**src/hw/rtl/float_divide_sqrt_srt_unit_macros.svh**
```systemverilog
// ----------------------------------------------------------------------------
// Assertion macros for the divide / square root unit
// Clocked assertion shorthands; the asserting module supplies clk and arst_n.
// ----------------------------------------------------------------------------
`ifndef FLOAT_DIVIDE_SQRT_SRT_UNIT_MACROS_SVH
`define FLOAT_DIVIDE_SQRT_SRT_UNIT_MACROS_SVH

// Checked only outside reset.
`define DSQ_ASSERT(lbl, prop, msg) \
	lbl: assert property (@(posedge clk) disable iff (!arst_n) prop) else $error(msg);

// Checked at every edge, reset included.
`define DSQ_ASSERT_ALWAYS(lbl, prop, msg) \
	lbl: assert property (@(posedge clk) prop) else $error(msg);

`endif

```
**src/hw/rtl/dsq_pkg.sv**
```systemverilog
// ----------------------------------------------------------------------------
// dsq_pkg
// Types, constants and digit selection shared by the divide / root pipeline.
// ----------------------------------------------------------------------------
package dsq_pkg;

	localparam int unsigned SRT_STEPS = 25;

	localparam logic [31:0] EXP_FIELD  = 32'h7F80_0000;
	localparam logic [31:0] FRAC_FIELD = 32'h007F_FFFF;
	localparam logic [31:0] HIDDEN_ONE = 32'h0080_0000;
	localparam logic [31:0] SIGN_BIT   = 32'h8000_0000;
	localparam logic [31:0] MAX_MAG    = 32'h7FFF_FFFF;
	localparam logic [31:0] EST_LOW    = 32'h00FF_FFFF;
	localparam logic [31:0] EST_POS    = 32'h0080_0000;
	localparam logic [31:0] EST_NEG    = 32'hFF00_0000;
	localparam logic [31:0] NORM_LIMIT = 32'h0100_0000;

	localparam logic signed [9:0] DIV_BIAS  = 10'sd126;
	localparam logic [8:0]        ROOT_BIAS = 9'd127;

	// Flag positions in a flag vector
	localparam int unsigned FLG_INVALID   = 0;
	localparam int unsigned FLG_DIV_ZERO  = 1;
	localparam int unsigned FLG_OVERFLOW  = 2;
	localparam int unsigned FLG_UNDERFLOW = 3;

	localparam logic MODE_DIV  = 1'b0;
	localparam logic MODE_ROOT = 1'b1;

	typedef enum logic [1:0] {
		DIG_ZERO = 2'b00,
		DIG_POS  = 2'b01,
		DIG_NEG  = 2'b10
	} digit_t;

	// Recurrence state carried down the pipe
	typedef struct packed {
		logic [31:0] rs;
		logic [31:0] rc;
		logic [31:0] q;
		digit_t      dig;
		logic [23:0] dmant;
	} srt_t;

	// Side information that rides along with each transaction
	typedef struct packed {
		logic               mode;
		logic               bypass;
		logic               sign;
		logic signed [9:0]  expo;
		logic [31:0]        byp_word;
		logic [3:0]         byp_flags;
	} meta_t;

	// Select the next digit from a truncated estimate of the carry-save remainder.
	function automatic digit_t pick_digit(input logic [31:0] s, input logic [31:0] c);
		logic [31:0] est;
		digit_t      d;
		est = ((s & ~EST_LOW) + c) | (s & EST_LOW);
		d   = DIG_ZERO;
		if (!est[31] && (est >= EST_POS))
			d = DIG_POS;
		else if (est[31] && (est < EST_NEG))
			d = DIG_NEG;
		return d;
	endfunction

endpackage

```
**src/hw/rtl/dsq_prep.sv**
```systemverilog
// ----------------------------------------------------------------------------
// dsq_prep
// Unpacks the operands, resolves zero operands and seeds the recurrence.
// ----------------------------------------------------------------------------
module dsq_prep (
	input  logic           clk,
	input  logic           arst_n,
	input  logic           en,
	input  logic           in_valid,
	input  logic           mode,
	input  logic [31:0]    operand_a,
	input  logic [31:0]    operand_b,
	output logic           valid_s1,
	output dsq_pkg::srt_t  srt_s1,
	output dsq_pkg::meta_t meta_s1
);
	import dsq_pkg::*;

	srt_t  srt_d;
	meta_t meta_d;

	always_comb begin
		logic        sgn;
		logic        az;
		logic        bz;
		logic [23:0] mant_a;
		logic [8:0]  root_e;
		sgn    = operand_a[31] ^ operand_b[31];
		az     = (operand_a & EXP_FIELD) == 32'd0;
		bz     = (operand_b & EXP_FIELD) == 32'd0;
		mant_a = {1'b1, operand_a[22:0]};
		root_e = ({1'b0, operand_a[30:23]} + ROOT_BIAS) >> 1;

		srt_d.rc    = 32'd0;
		srt_d.q     = 32'd0;
		srt_d.dig   = DIG_POS;
		srt_d.dmant = {1'b1, operand_b[22:0]};

		meta_d.mode      = mode;
		meta_d.bypass    = 1'b0;
		meta_d.sign      = 1'b0;
		meta_d.expo      = 10'sd0;
		meta_d.byp_word  = 32'd0;
		meta_d.byp_flags = 4'd0;

		if (mode == MODE_ROOT) begin
			// shift the mantissa one more bit left for an even exponent so the root exponent halves cleanly
			srt_d.rs = operand_a[23] ? {7'd0, mant_a, 1'b0} : {6'd0, mant_a, 2'b00};
			meta_d.expo = $signed({2'b00, root_e[7:0]});
			meta_d.byp_flags[FLG_INVALID] = operand_a[31];
			meta_d.bypass = az;
		end else begin
			srt_d.rs = {6'd0, mant_a, 2'b00};
			meta_d.sign = sgn;
			meta_d.expo = $signed({2'b00, operand_a[30:23]}) - $signed({2'b00, operand_b[30:23]})
				+ DIV_BIAS;
			if (az || bz) begin
				meta_d.bypass   = 1'b1;
				meta_d.byp_word = (az && !bz) ? (sgn ? SIGN_BIT : 32'd0)
					: ((sgn ? SIGN_BIT : 32'd0) | MAX_MAG);
				meta_d.byp_flags[FLG_DIV_ZERO] = !az && bz;
				meta_d.byp_flags[FLG_INVALID]  = az && bz;
			end
		end
	end

	always_ff @(posedge clk or negedge arst_n) begin
		if (!arst_n)
			valid_s1 <= 1'b0;
		else if (en)
			valid_s1 <= in_valid;
	end

	always_ff @(posedge clk) begin
		if (en) begin
			srt_s1  <= srt_d;
			meta_s1 <= meta_d;
		end
	end

endmodule

```
**config.mk**
```make
export PLATFORM = sky130hd
export DESIGN_NAME = dsq_prep
export DESIGN_NICKNAME = d
export VERILOG_FILES = /design/src/hw/rtl/float_divide_sqrt_srt_unit_macros.svh /design/src/hw/rtl/dsq_pkg.sv /design/src/hw/rtl/dsq_prep.sv
export SDC_FILE = /design/constraint.sdc
export NUM_CORES = 1
export LEC_CHECK = 0
export ABC_AREA = 1
export BUFFER_PORTS_ARGS = -buffer_cell sky130_fd_sc_hd__buf_4
export CAP_MARGIN = 20
export CORE_MARGIN = 2
export CORE_UTILIZATION = 41
export CTS_BUF_LIST = sky130_fd_sc_hd__clkbuf_4 sky130_fd_sc_hd__clkbuf_8
export DETAILED_ROUTE_END_ITERATION = 12
export PLACE_DENSITY = 0.9
export SYNTH_ARGS = -nofsm -noshare
export SYNTH_HDL_FRONTEND = slang
export SYNTH_SLANG_ARGS = --single-unit
```
**constraint.sdc**
```tcl
create_clock -name clk -period 1.2 [get_ports clk]
set_input_delay 0.18 -clock clk [delete_from_list [all_inputs] [get_ports clk]]
set_output_delay 0.18 -clock clk [all_outputs]
set_load 0.02 [all_outputs]
```
==> flow_metrics.tcl <==
set metrics [dict create \
    ys_ff_latch 66 \
    setup_ws_ns -0.4485 \
    area_delta_synth_final_pct 37.72 \
    ctsHtreeMaxLevel 3 \
    hold_path_class "input port to flip-flop" \
    die_x_um 103.5 \
    ys_warn_count 0 \
    syn-cell-area_sq_um 4060 \
    pwr_density_cell_nw_per_um2 1189 \
    path_clk_slew_ns 0.07 \
    nets 682 \
    leakagePower_uw 0.002764 \
    cp.arrival_ns 1.74 \
    vdd_drop_max_mv 0.5222 \
    final_cells 739 \
    ant_nets 0 \
    fmax_ghz 0.6066 \
    start_kind "input port" \
    postRouteWirelength_um 10200 \
    crit_fanout 4 \
    violations "setup timing" \
    rrSetupSlack_ns 0.45 \
    placedCellCount 715 \
    syn_avg_cell_area_sq_um 9.621 \
    rows 36 \
    grt-ovfl-total 0 \
    critical_path.startpoint "operand_a[23]" \
    max_cap_viol_count 0 \
    clockRootBuffer "clkbuf_8" \
    grt_start_max_net_pins 48 \
    dieArea_sq_um 10710 \
    period_minus_slack_ns 1.649 \
    die_h_um 103.5 \
    cts.sinks 66 \
    gp_congestion 0.8876 \
    antenna_found_initial 0 \
    drtPass1Iterations 5 \
    r2r_end "valid_s1$_DFFE_PN0P_" \
    grt_use_total_pct 18.06 \
    drive_gt1_share_pct 43.07 \
    path_class "input port to flip-flop" \
    reg2reg_from "valid_s1$_DFFE_PN0P_" \
    cts_buffer_depth 2 \
    final-hold-violation-count 0 \
    cts_buffers 9 \
    drv_slew 0 \
    vias_per_cell 4.456 \
    antenna_cells 0 \
    num_vias 3293 \
    core_sq_um 9684 \
    finClkSkew_ns 0 \
    final_common_cell "buf_4" \
    holdPathEnd "srt_s1[5]$_DFFE_PP_" \
    finalSetupViolCount 39 \
    finalCritPeriodShare_pct 137.4 \
    fin_hold_ws_ns 0.02025 \
    synth-edff-count 65 \
    status "finished, violations left" \
    postSynth.asyncResetShare_pct 1.515 \
    clock_latency_ns 0.34 \
    grt_pass1_vias 3128 \
    reg2reg_depth 1 \
    most-common-layout-cells "buf_4 (199), conb_1 (76), edfxtp_1 (65)" \
    start_util_pct 41.93 \
    worst_path_max_delay_cell "fa_2" \
    post_drt_wl_per_cell_um 13.81 \
    yosysSeqAreaShare_pct 48.69 \
    crit_chain "buf_12 -> inv_16 -> ha_4 -> inv_4 -> fa_2 -> nand2_1 -> inv_1 -> nor2_2 -> inv_2 -> ha_4 -> nand3_2 -> nor2_2 -> nand3_1 -> nand2_1 -> and3_1" \
    ys_types 38 \
    syn-instance-count 422 \
    drc 0 \
    port_buffers 164 \
    dpl.hpwl_um 8226 \
    tritoncts "yes" \
    io_pins 241 \
    rsz0062_at_grt "true" \
    hold_depth 1 \
    max_stage_delay_ns 0.37 \
    synth_ff_type "edfxtp_1" \
    crit_required_ns 1.29 \
    drt_iter0_markers 185 \
    end_kind "flip-flop" \
    grt_pass1_wl_um 15430 \
    hp-start "operand_b[5]" \
]
[worst max-delay path: cells and delay by family]
kind                     cells  cell delay [ns]
AND/OR/NAND/NOR              7             0.61
adder cells (fa/ha/maj)      3             0.65
buffers and inverters        5             0.30
[timing repair]
item                                    CTS  global route
buffers inserted                          0             4
endpoints found under the setup margin   39            43
pin swaps                                 3             5
cloned                                    0             0
endpoints found under the hold margin     1             3
hold buffers                              1             3
gates resized for setup                   7            17
[per-stage QoR]
stage               TNS, ns  utilization, %  power, uW  instance area [sq um]  setup slack [ns]
finish               -4.752           57.74       6650                   5592           -0.4485
global route         -7.251           57.74       6931                   5592           -0.4894
CTS                  -4.685           56.56       6647                   5478           -0.4165
detailed placement   -8.197           54.17       4827                   5246           -0.9193
global placement     -7.661           54.17       4765                   5246           -0.8617
floorplan            -19.82               -       4264                   4504           -0.6091
[layer usage]
layer | wire length [um] | vias to the layer above | GRT usage [%]
met3 | 892 | 28 | 4.783
met1 | 3469 | 1499 | 17.49
li1 | - | 1556 | -
met5 | 0 | - | 0
met4 | 335 | 0 | 7.915
met2 | 5507 | 210 | 35.48
[cells in the mapped netlist (2+ instances only)]
master    number  area share (%)
nand2_2        7             1.1
nand3_2        4            0.99
nand3_1       17             2.1
o21ai_1        3            0.37
a31oi_1        2            0.31
nand2_1       59             5.5
edfxtp_1      65              48
nor2_2         3            0.46
buf_4        106              20
o21ai_0       17             2.1
inv_1         44             4.1
a21oi_1       15             1.8
clkbuf_1       5            0.46
nand4_1        6            0.92
conb_1         2            0.18
ha_1          11             3.4
nor2_1        35             3.2
[cell families (layout without fill, tap and decap cells)]
group	after synthesis	after routing	share of synthesized area, %
multiplexers	2	2	0.5239
XOR/XNOR	2	2	0.4315
AND/OR/NAND/NOR	136	136	15.53
other	2	76	0.1850
flip-flops	66	66	48.69
AO/OA/AOI/OAI	43	43	6.040
buffers and inverters	159	269	24.71
adder cells (fa/ha/maj)	12	12	3.883
[registers in the layout (all words and copies together), names as in the netlist]
name      cells
valid_s1      1
srt_s1       48
meta_s1      17
[area by class of cell]
class	instances	area, sq um
clock inverters	7	68.82
flip-flops and latches	66	1977
fillers	807	4093
multi-input cells	271	1450
repair buffers	207	1614
well taps	133	166.4
clock buffers	9	123.9
inverters	46	191.4
[report_power, final]
part | switching (uW) | internal, uW
combinational | 1210 | 792
sequential | 67.0 | 2770
clock | 853 | 955
[worst max path at each step]
stage / end
finish: meta_s1[45]$_SDFFCE_PP0P_
global route: meta_s1[41]$_DFFE_PP_
CTS: meta_s1[43]$_DFFE_PP_
detailed placement: meta_s1[43]$_DFFE_PP_
global placement: meta_s1[45]$_SDFFCE_PP0P_
floorplan: meta_s1[45]$_SDFFCE_PP0P_
(Power assumes the default switching activity.)
