[src/hw/rtl/float_divide_sqrt_srt_unit_macros.svh]
// ----------------------------------------------------------------------------
// Assertion macros for the divide / square root unit
// Clocked assertion shorthands; the asserting module supplies clk and arst_n.
// ----------------------------------------------------------------------------
`ifndef FLOAT_DIVIDE_SQRT_SRT_UNIT_MACROS_SVH
`define FLOAT_DIVIDE_SQRT_SRT_UNIT_MACROS_SVH

// Checked only outside reset.
`define DSQ_ASSERT(lbl, prop, msg) \
	lbl: assert property (@(posedge clk) disable iff (!arst_n) prop) else $error(msg);

// Checked at every edge, reset included.
`define DSQ_ASSERT_ALWAYS(lbl, prop, msg) \
	lbl: assert property (@(posedge clk) prop) else $error(msg);

`endif

[src/hw/rtl/dsq_pkg.sv]
// ----------------------------------------------------------------------------
// dsq_pkg
// Types, constants and digit selection shared by the divide / root pipeline.
// ----------------------------------------------------------------------------
package dsq_pkg;

	localparam int unsigned SRT_STEPS = 25;

	localparam logic [31:0] EXP_FIELD  = 32'h7F80_0000;
	localparam logic [31:0] FRAC_FIELD = 32'h007F_FFFF;
	localparam logic [31:0] HIDDEN_ONE = 32'h0080_0000;
	localparam logic [31:0] SIGN_BIT   = 32'h8000_0000;
	localparam logic [31:0] MAX_MAG    = 32'h7FFF_FFFF;
	localparam logic [31:0] EST_LOW    = 32'h00FF_FFFF;
	localparam logic [31:0] EST_POS    = 32'h0080_0000;
	localparam logic [31:0] EST_NEG    = 32'hFF00_0000;
	localparam logic [31:0] NORM_LIMIT = 32'h0100_0000;

	localparam logic signed [9:0] DIV_BIAS  = 10'sd126;
	localparam logic [8:0]        ROOT_BIAS = 9'd127;

	// Flag positions in a flag vector
	localparam int unsigned FLG_INVALID   = 0;
	localparam int unsigned FLG_DIV_ZERO  = 1;
	localparam int unsigned FLG_OVERFLOW  = 2;
	localparam int unsigned FLG_UNDERFLOW = 3;

	localparam logic MODE_DIV  = 1'b0;
	localparam logic MODE_ROOT = 1'b1;

	typedef enum logic [1:0] {
		DIG_ZERO = 2'b00,
		DIG_POS  = 2'b01,
		DIG_NEG  = 2'b10
	} digit_t;

	// Recurrence state carried down the pipe
	typedef struct packed {
		logic [31:0] rs;
		logic [31:0] rc;
		logic [31:0] q;
		digit_t      dig;
		logic [23:0] dmant;
	} srt_t;

	// Side information that rides along with each transaction
	typedef struct packed {
		logic               mode;
		logic               bypass;
		logic               sign;
		logic signed [9:0]  expo;
		logic [31:0]        byp_word;
		logic [3:0]         byp_flags;
	} meta_t;

	// Select the next digit from a truncated estimate of the carry-save remainder.
	function automatic digit_t pick_digit(input logic [31:0] s, input logic [31:0] c);
		logic [31:0] est;
		digit_t      d;
		est = ((s & ~EST_LOW) + c) | (s & EST_LOW);
		d   = DIG_ZERO;
		if (!est[31] && (est >= EST_POS))
			d = DIG_POS;
		else if (est[31] && (est < EST_NEG))
			d = DIG_NEG;
		return d;
	endfunction

endpackage

[src/hw/rtl/dsq_post.sv]
// ----------------------------------------------------------------------------
// dsq_post
// Normalizes and range-checks a divide quotient, then packs the result.
// ----------------------------------------------------------------------------
module dsq_post (
	input  logic           clk,
	input  logic           arst_n,
	input  logic           en,
	input  logic           in_valid,
	input  dsq_pkg::srt_t  srt_in,
	input  dsq_pkg::meta_t meta_in,
	output logic           out_valid,
	output logic [31:0]    result_word,
	output logic           flag_invalid,
	output logic           flag_div_zero,
	output logic           flag_overflow,
	output logic           flag_underflow
);
	import dsq_pkg::*;

	logic [31:0] word_d;
	logic [3:0]  flags_d;

	always_comb begin
		logic signed [10:0] ex;
		logic [31:0]        qn;
		logic [31:0]        sgn;
		sgn = meta_in.sign ? SIGN_BIT : 32'd0;
		ex  = 11'(meta_in.expo);
		qn  = srt_in.q;
		if (srt_in.q >= NORM_LIMIT) begin
			ex = ex + 11'sd1;
			qn = srt_in.q >> 1;
		end

		word_d  = meta_in.byp_word;
		flags_d = meta_in.byp_flags;
		if (!meta_in.bypass) begin
			if (meta_in.mode == MODE_ROOT) begin
				word_d = ((srt_in.q >> 2) & FRAC_FIELD) | {1'b0, meta_in.expo[7:0], 23'd0};
			end else if (ex > 11'sd255) begin
				word_d = sgn | MAX_MAG;
				flags_d[FLG_OVERFLOW] = 1'b1;
			end else if (ex < 11'sd1) begin
				word_d = sgn;
				flags_d[FLG_UNDERFLOW] = 1'b1;
			end else begin
				word_d = (qn & FRAC_FIELD) | {1'b0, ex[7:0], 23'd0} | sgn;
			end
		end
	end

	always_ff @(posedge clk or negedge arst_n) begin
		if (!arst_n)
			out_valid <= 1'b0;
		else if (en)
			out_valid <= in_valid;
	end

	always_ff @(posedge clk) begin
		if (en) begin
			result_word    <= word_d;
			flag_invalid   <= flags_d[FLG_INVALID];
			flag_div_zero  <= flags_d[FLG_DIV_ZERO];
			flag_overflow  <= flags_d[FLG_OVERFLOW];
			flag_underflow <= flags_d[FLG_UNDERFLOW];
		end
	end

endmodule
[config.mk]
export PLATFORM = sky130hd
export DESIGN_NAME = dsq_post
export DESIGN_NICKNAME = d
export VERILOG_FILES = /design/src/hw/rtl/float_divide_sqrt_srt_unit_macros.svh /design/src/hw/rtl/dsq_pkg.sv /design/src/hw/rtl/dsq_post.sv
export SDC_FILE = /design/constraint.sdc
export NUM_CORES = 1
export LEC_CHECK = 0
export BUFFER_PORTS_ARGS = -buffer_cell sky130_fd_sc_hd__buf_2
export CORE_MARGIN = 4
export CORE_UTILIZATION = 45
export DETAILED_ROUTE_END_ITERATION = 8
export HOLD_SLACK_MARGIN = 0.05
export PLACE_DENSITY_LB_ADDON = 0.08
export SYNTH_ARGS = -nofsm -noshare
export SYNTH_HDL_FRONTEND = slang
export SYNTH_SLANG_ARGS = --single-unit
[constraint.sdc]
create_clock -name clk -period 1.6 [get_ports clk]
set_input_delay 0.08 -clock clk [delete_from_list [all_inputs] [get_ports clk]]
set_output_delay 0.08 -clock clk [all_outputs]
set_load 0.02 [all_outputs]
==> impl_metrics.env, run 1 <==
export IMPL_cp_required_ps=1750
export IMPL_async_flop_share_pct=2.70
export IMPL_hold_viol=0
export IMPL_critical_path_max_fanout=7
export IMPL_setup_viol=32
export IMPL_r2r_end="out_valid$_DFFE_PN0P_"
export IMPL_worstMarginPinSlew_ps=382
export IMPL_finalWorstSetupSlack_ps=-181
export IMPL_synth_seq_cells=37
export IMPL_grt_pass1_wl_mm=14.9
export IMPL_outcome="finished with violations"
export IMPL_p_leak_nw=1.96
export IMPL_area_growth_pct=55.2
export IMPL_holdCritPathClass="in -> async"
export IMPL_reg2reg_from="out_valid$_DFFE_PN0P_"
export IMPL_num_rows=29
export IMPL_grt_use_total_pct=24.1
export IMPL_ys_seq_area_share_pct=38.1
export IMPL_drt_vias_per_instance=5.50
export IMPL_ant_nets=0
export IMPL_cts_inserted_buffers=5
export IMPL_gp_congestion=0.902
export IMPL_start_util_pct=46.0
export IMPL_dr_pass1_iters=6
export IMPL_final_core_util_pct=71.4
export IMPL_die_y_um=88.3
export IMPL_synth_flop_cell="edfxtp_1"
export IMPL_yosysUniqueCellTypes=56
export IMPL_routed_wl_mm=9.93
export IMPL_start_kind="input pin"
export IMPL_ir_drop_v=0.000418
export IMPL_insertion_delay_ps=300
export IMPL_p_per_area_mw_per_mm2=671
export IMPL_drv_slew=0
export IMPL_synthCells=353
export IMPL_multi_input_area_mm2=0.00177
export IMPL_coreArea_mm2=0.00631
export IMPL_path_class="in -> reg"
export IMPL_clock_skew_ps=0
export IMPL_grt_max_degree=26
export IMPL_vias=3330
export IMPL_synth_area_per_cell_um2=8.23
export IMPL_synth_nets=529
export IMPL_grt_overflow_total=0
export IMPL_cts_tree="yes"
export IMPL_worst_r2r_path_depth=1
export IMPL_die_area_mm2=0.00780
export IMPL_period_share_pct=111
export IMPL_htree_levels=2
export IMPL_rsz0062_at_grt="yes"
export IMPL_cts_root_buffer="clkbuf_8"
export IMPL_crit_arrival_ps=1930
export IMPL_drive_above_1_share_pct=49.8
export IMPL_cp_end_kind="register"
export IMPL_synth_edf_count=36
export IMPL_clkSlewWorstSetupHoldPaths_ps=80
export IMPL_place_hpwl_mm=6.92
export IMPL_rrSetupSlack_ps=840
export IMPL_relSlewSlack_pct=74.6
export IMPL_cts_sinks=37
export IMPL_fillers=506
export IMPL_maxCapViolations=0
export IMPL_final_seq_area_mm2=0.00111
export IMPL_netlist_area_mm2=0.00290
export IMPL_wl_per_cell_um=16.4
export IMPL_antenna_cells=0
export IMPL_power_total_mw=3.03
export IMPL_drcViolationCount=0
export IMPL_drt_iter0_drc=189
export IMPL_violations="negative setup slack"
export IMPL_die_x_um=88.3
export IMPL_clockBufferDepth=2
export IMPL_ys_warn_count=0
export IMPL_port_buffers=121
export IMPL_io_pins=212
export IMPL_fin_crit_ps=1780
export IMPL_max_freq_mhz=561
export IMPL_first_global_vias=3170
export IMPL_fin_nets=703
export IMPL_antenna_found_initial=0
state kept, by name, summed over array words and instances, names as in the netlist:
signal	cells
result_word	32
flag_div_zero	1
flag_invalid	1
flag_overflow	1
flag_underflow	1
out_valid	1
logic make-up after synthesis:
family / Yosys count / share of synthesized area [%]
fa+ha+maj: 1 / 0.431
xor+xnor: 7 / 2.11
mux: 4 / 1.59
compound gates: 155 / 32.4
flops: 37 / 38.1
simple gates: 96 / 17.1
buf+inv: 53 / 8.27
worst max-delay path by stage:
stage	from	end
final	srt_in[56]	result_word[13]$_DFFE_PP_
after global routing	srt_in[56]	flag_underflow$_DFFE_PP_
after CTS	srt_in[54]	result_word[9]$_DFFE_PP_
after detailed placement	srt_in[51]	result_word[9]$_DFFE_PP_
after global placement	srt_in[53]	result_word[18]$_DFFE_PP_
after floorplan	srt_in[51]	result_word[13]$_DFFE_PP_
worst max-delay path, cell delays in order:
cell and delay [ps]:
buf_6 100, or4_4 560, nor2_4 190, buf_12 130, a2111oi_4 50, nor3_4 240, buf_12 150, buf_4 180
o21ai_1 80, a21oi_1 160
what timing repair did:
item | in CTS | in global routing
endpoints found under the setup margin | 32 | 33
hold endpoints to repair | 6 | 0
gates resized for setup | 40 | 34
cloned | 1 | 2
hold buffers | 6 | 0
setup buffers | 5 | 4
pin swaps | 18 | 14
layout make-up:
type / instances / share of cell area [%]
clock buffer: 6 / 1.83
clock inverter: 2 / 0.833
inverter: 24 / 2.00
multi-input combinational: 263 / 39.2
sequential: 37 / 24.5
tap: 77 / 2.14
timing repair buffer: 196 / 29.5
through the flow:
step,hold slack [ps],cells,area [um2],worst slack [ps],setup TNS [ps]
floorplan,-216,353,2940,-287,-7770
global placement,-145,580,3970,-493,-14680
detailed placement,-144,580,3970,-510,-15170
CTS,66.4,600,4350,-128,-3100
global route,81.0,605,4510,-210,-5500
finish,72.1,605,4510,-181,-4250
layer usage:
layer,global-route usage (%),part of all wire [%]
met5,0,0
met4,5.49,1.0
met3,4.28,7.4
met2,41.6,50
met1,31.5,42
cells in the mapped netlist, drive strengths merged, types with 2 or more instances:
cell type,number,area (um2)
a21oi,100,508
buf,16,101
nor4,2,25.0
a2111oi,3,46.3
nor2,11,48.8
a221o,2,20.0
o22ai,4,25.0
nand2,57,216
xor2,3,26.3
or4,2,22.5
edfxtp,36,1080
mux2,2,26.3
a22o,2,17.5
a31oi,2,18.8
nor3,8,72.6
nand3,6,35.0
xnor2,4,35.0
a211oi,2,15.0
inv,24,90.1
mux2i,2,20.0
or3,2,17.5
o21ai,30,150
and3,2,12.5
clkbuf,13,48.8
a21o,2,15.0
power by group:
part / total [mW] / internal [mW] / switching [mW]
Combinational: 0.941 / 0.405 / 0.536
Clock: 0.887 / 0.508 / 0.379
Sequential: 1.20 / 1.18 / 0.0226
cells in the final DEF (no fill, tap or decap), drive strengths merged, types with 3 or more instances in the layout:
cell	instances
o22ai	4
inv	24
xnor2	4
edfxtp	36
nor2	11
a21oi	100
xor2	3
clkbuf	7
nand2	57
dlygate4sd3	6
nor3	8
a2111oi	3
buf	189
nand3	6
o21ai	30
No activity file was read; power rests on OpenSTA's default activity.
==> run 2: changes to the inputs <==
CELL_PAD_IN_SITES_DETAIL_PLACEMENT = 0   (was not set)
CELL_PAD_IN_SITES_GLOBAL_PLACEMENT = 1   (was not set)
CORE_UTILIZATION = 30   (was 45)
==> impl_metrics.env, run 2 (synthesis results as in run 1) <==
export IMPL_outcome="finished with violations"
export IMPL_violations="negative setup slack"
export IMPL_design_area_mm2=0.00465
export IMPL_cp_required_ps=1640
export IMPL_regMostFlops="result_word"
export IMPL_reg2reg_from="out_valid$_DFFE_PN0P_"
export IMPL_period_share_pct=113
export IMPL_clock_skew_ps=0
export IMPL_antenna_found_initial=0
export IMPL_p_leak_nw=2.01
export IMPL_critical_path_max_fanout=7
export IMPL_rsz0062_at_grt="yes"
export IMPL_grt_pass1_wl_mm=16.1
export IMPL_ir_drop_v=0.000318
export IMPL_largest_register_ffs=32
export IMPL_max_freq_mhz=551
export IMPL_grt_use_total_pct=17.8
export IMPL_power_total_mw=2.85
export IMPL_drt_iter0_drc=152
export IMPL_start_kind="input pin"
export IMPL_fin_crit_ps=1810
export IMPL_cts_inserted_buffers=5
export IMPL_routed_wl_mm=10.4
export IMPL_area_growth_pct=60.2
export IMPL_finalWorstSetupSlack_ps=-215
export IMPL_min_path_cells=2
export IMPL_drcViolationCount=0
export IMPL_worst_r2r_path_depth=1
export IMPL_relSlewSlack_pct=77.4
export IMPL_rrSetupSlack_ps=840
export IMPL_port_buffers=121
export IMPL_ant_nets=0
export IMPL_setup_viol=32
export IMPL_die_x_um=106
export IMPL_hp_start="meta_in[2]"
export IMPL_r2r_end="out_valid$_DFFE_PN0P_"
export IMPL_p_per_area_mw_per_mm2=613
export IMPL_layout_commonest_cell="buf_2"
export IMPL_drive_above_1_share_pct=48.6
export IMPL_wl_per_cell_um=15.7
export IMPL_layout_common_cells="buf_2 (118), a21oi_1 (84), nand2_1 (56), buf_4 (56), edfxtp_1 (36)"
export IMPL_cp_end_kind="register"
export IMPL_maxCapViolations=0
export IMPL_fin_nets=708
export IMPL_place_hpwl_mm=7.57
export IMPL_cts_root_buffer="clkbuf_8"
export IMPL_cpMaxStageDelayCell="or4_4"
export IMPL_drv_slew=0
export IMPL_hold_viol=0
export IMPL_gp_congestion=0.827
export IMPL_cts_sinks=37
export IMPL_htree_levels=2
export IMPL_slowest_delay_ps=560
export IMPL_cp_cell_sequence="buf_6, or4_4, nor2_4, buf_12, a2111oi_4, nor3_4, buf_12, buf_12, o21bai_1, a21o_1"
export IMPL_fillers=961
export IMPL_dp_slack_ps=-528
export IMPL_place_area_mm2=0.00407
export IMPL_start_util_pct=31.1
export IMPL_cp_common_cell="buf_12"
export IMPL_grt_overflow_total=0
export IMPL_dr_pass1_iters=4
export IMPL_min_to="flag_overflow$_DFFE_PP_"
export IMPL_vias=3263
export IMPL_clockBufferDepth=2
export IMPL_path_depth=10
export IMPL_first_global_vias=3231
export IMPL_io_pins=212
export IMPL_die_y_um=106
export IMPL_antenna_cells=0
export IMPL_clkSlewWorstSetupHoldPaths_ps=80
export IMPL_num_rows=35
export IMPL_holdCritPathClass="in -> reg"
export IMPL_worstMarginPinSlew_ps=339
export IMPL_grt_max_degree=28
export IMPL_die_area_mm2=0.0113
export IMPL_final_core_util_pct=49.9
export IMPL_insertion_delay_ps=270
export IMPL_drt_vias_per_instance=4.93
export IMPL_cp_top_family="simple AND/OR/NAND/NOR gates"
export IMPL_cts_tree="yes"
export IMPL_critical_path_buf_inv_count=4
export IMPL_crit_arrival_ps=1850
export IMPL_coreArea_mm2=0.00933
export IMPL_path_class="in -> reg"
-- run 2: changes by cell type in the layout (fill, tap and decap cells not counted), sizes merged --
cell	delta
clkinvlp	-1
dlygate4sd3	-1
bufinv	-1
clkbuf	+3
buf	+5
-- run 2: stage by stage --
stage | TNS [ps] | std cells | hold slack [ps]
2_1_floorplan | -7770 | 353 | -216
3_3_place_gp | -14270 | 632 | -145
3_5_place_dp | -14410 | 632 | -145
5_1_grt | -5870 | 662 | 56.5
6_report | -4950 | 662 | 62.1
4_1_cts | -3810 | 658 | 50.4
-- run 2: how the worst max path moves through the flow --
| stage | slack [ps] | to | startpoint |
|---|---|---|---|
| after floorplan | -290 | result_word[13]$_DFFE_PP_ | srt_in[51] |
| after CTS | -170 | flag_underflow$_DFFE_PP_ | srt_in[57] |
| after detailed placement | -530 | flag_underflow$_DFFE_PP_ | srt_in[51] |
| final | -210 | flag_underflow$_DFFE_PP_ | srt_in[50] |
| after global placement | -500 | flag_underflow$_DFFE_PP_ | srt_in[51] |
| after global routing | -250 | flag_underflow$_DFFE_PP_ | srt_in[50] |
-- run 2: power breakdown --
part / leakage, nW / switching [mW] / total [mW] / internal, mW
combinational: 1.60 / 0.540 / 0.970 / 0.431
sequential: 0.363 / 0.0261 / 1.20 / 1.18
clock: 0.0455 / 0.326 / 0.678 / 0.352
-- run 2: cell type report --
class                   instances  area, um2  share of cell area, %
clock buffers                   8       90.1                   1.94
inverters                      24       90.1                   1.94
multi-input cells             263       1760                   37.8
flip-flops and latches         37       1110                   23.8
well taps                     129        161                   3.47
repair buffers                201       1450                   31.1
-- run 2: layer usage --
| layer | share of wire (%) | up-vias | GRT usage (%) | wire, um |
|---|---|---|---|---|
| met5 | 0 | - | 0 | 0 |
| met4 | 0.33 | 0 | 2.96 | 34 |
| met3 | 5.6 | 4 | 3.58 | 580 |
| met2 | 48 | 101 | 30.5 | 4970 |
| met1 | 46 | 1522 | 23.5 | 4820 |
| li1 | - | 1636 | - | - |
-- run 2: repair_timing --
item / in CTS / in global routing
setup buffers: 11 / 4
hold buffers: 5 / 0
pin swaps: 12 / 11
setup endpoints to repair: 31 / 31
endpoints found under the hold margin: 5 / 0
gates resized for setup: 32 / 25
gates cloned: 2 / 2
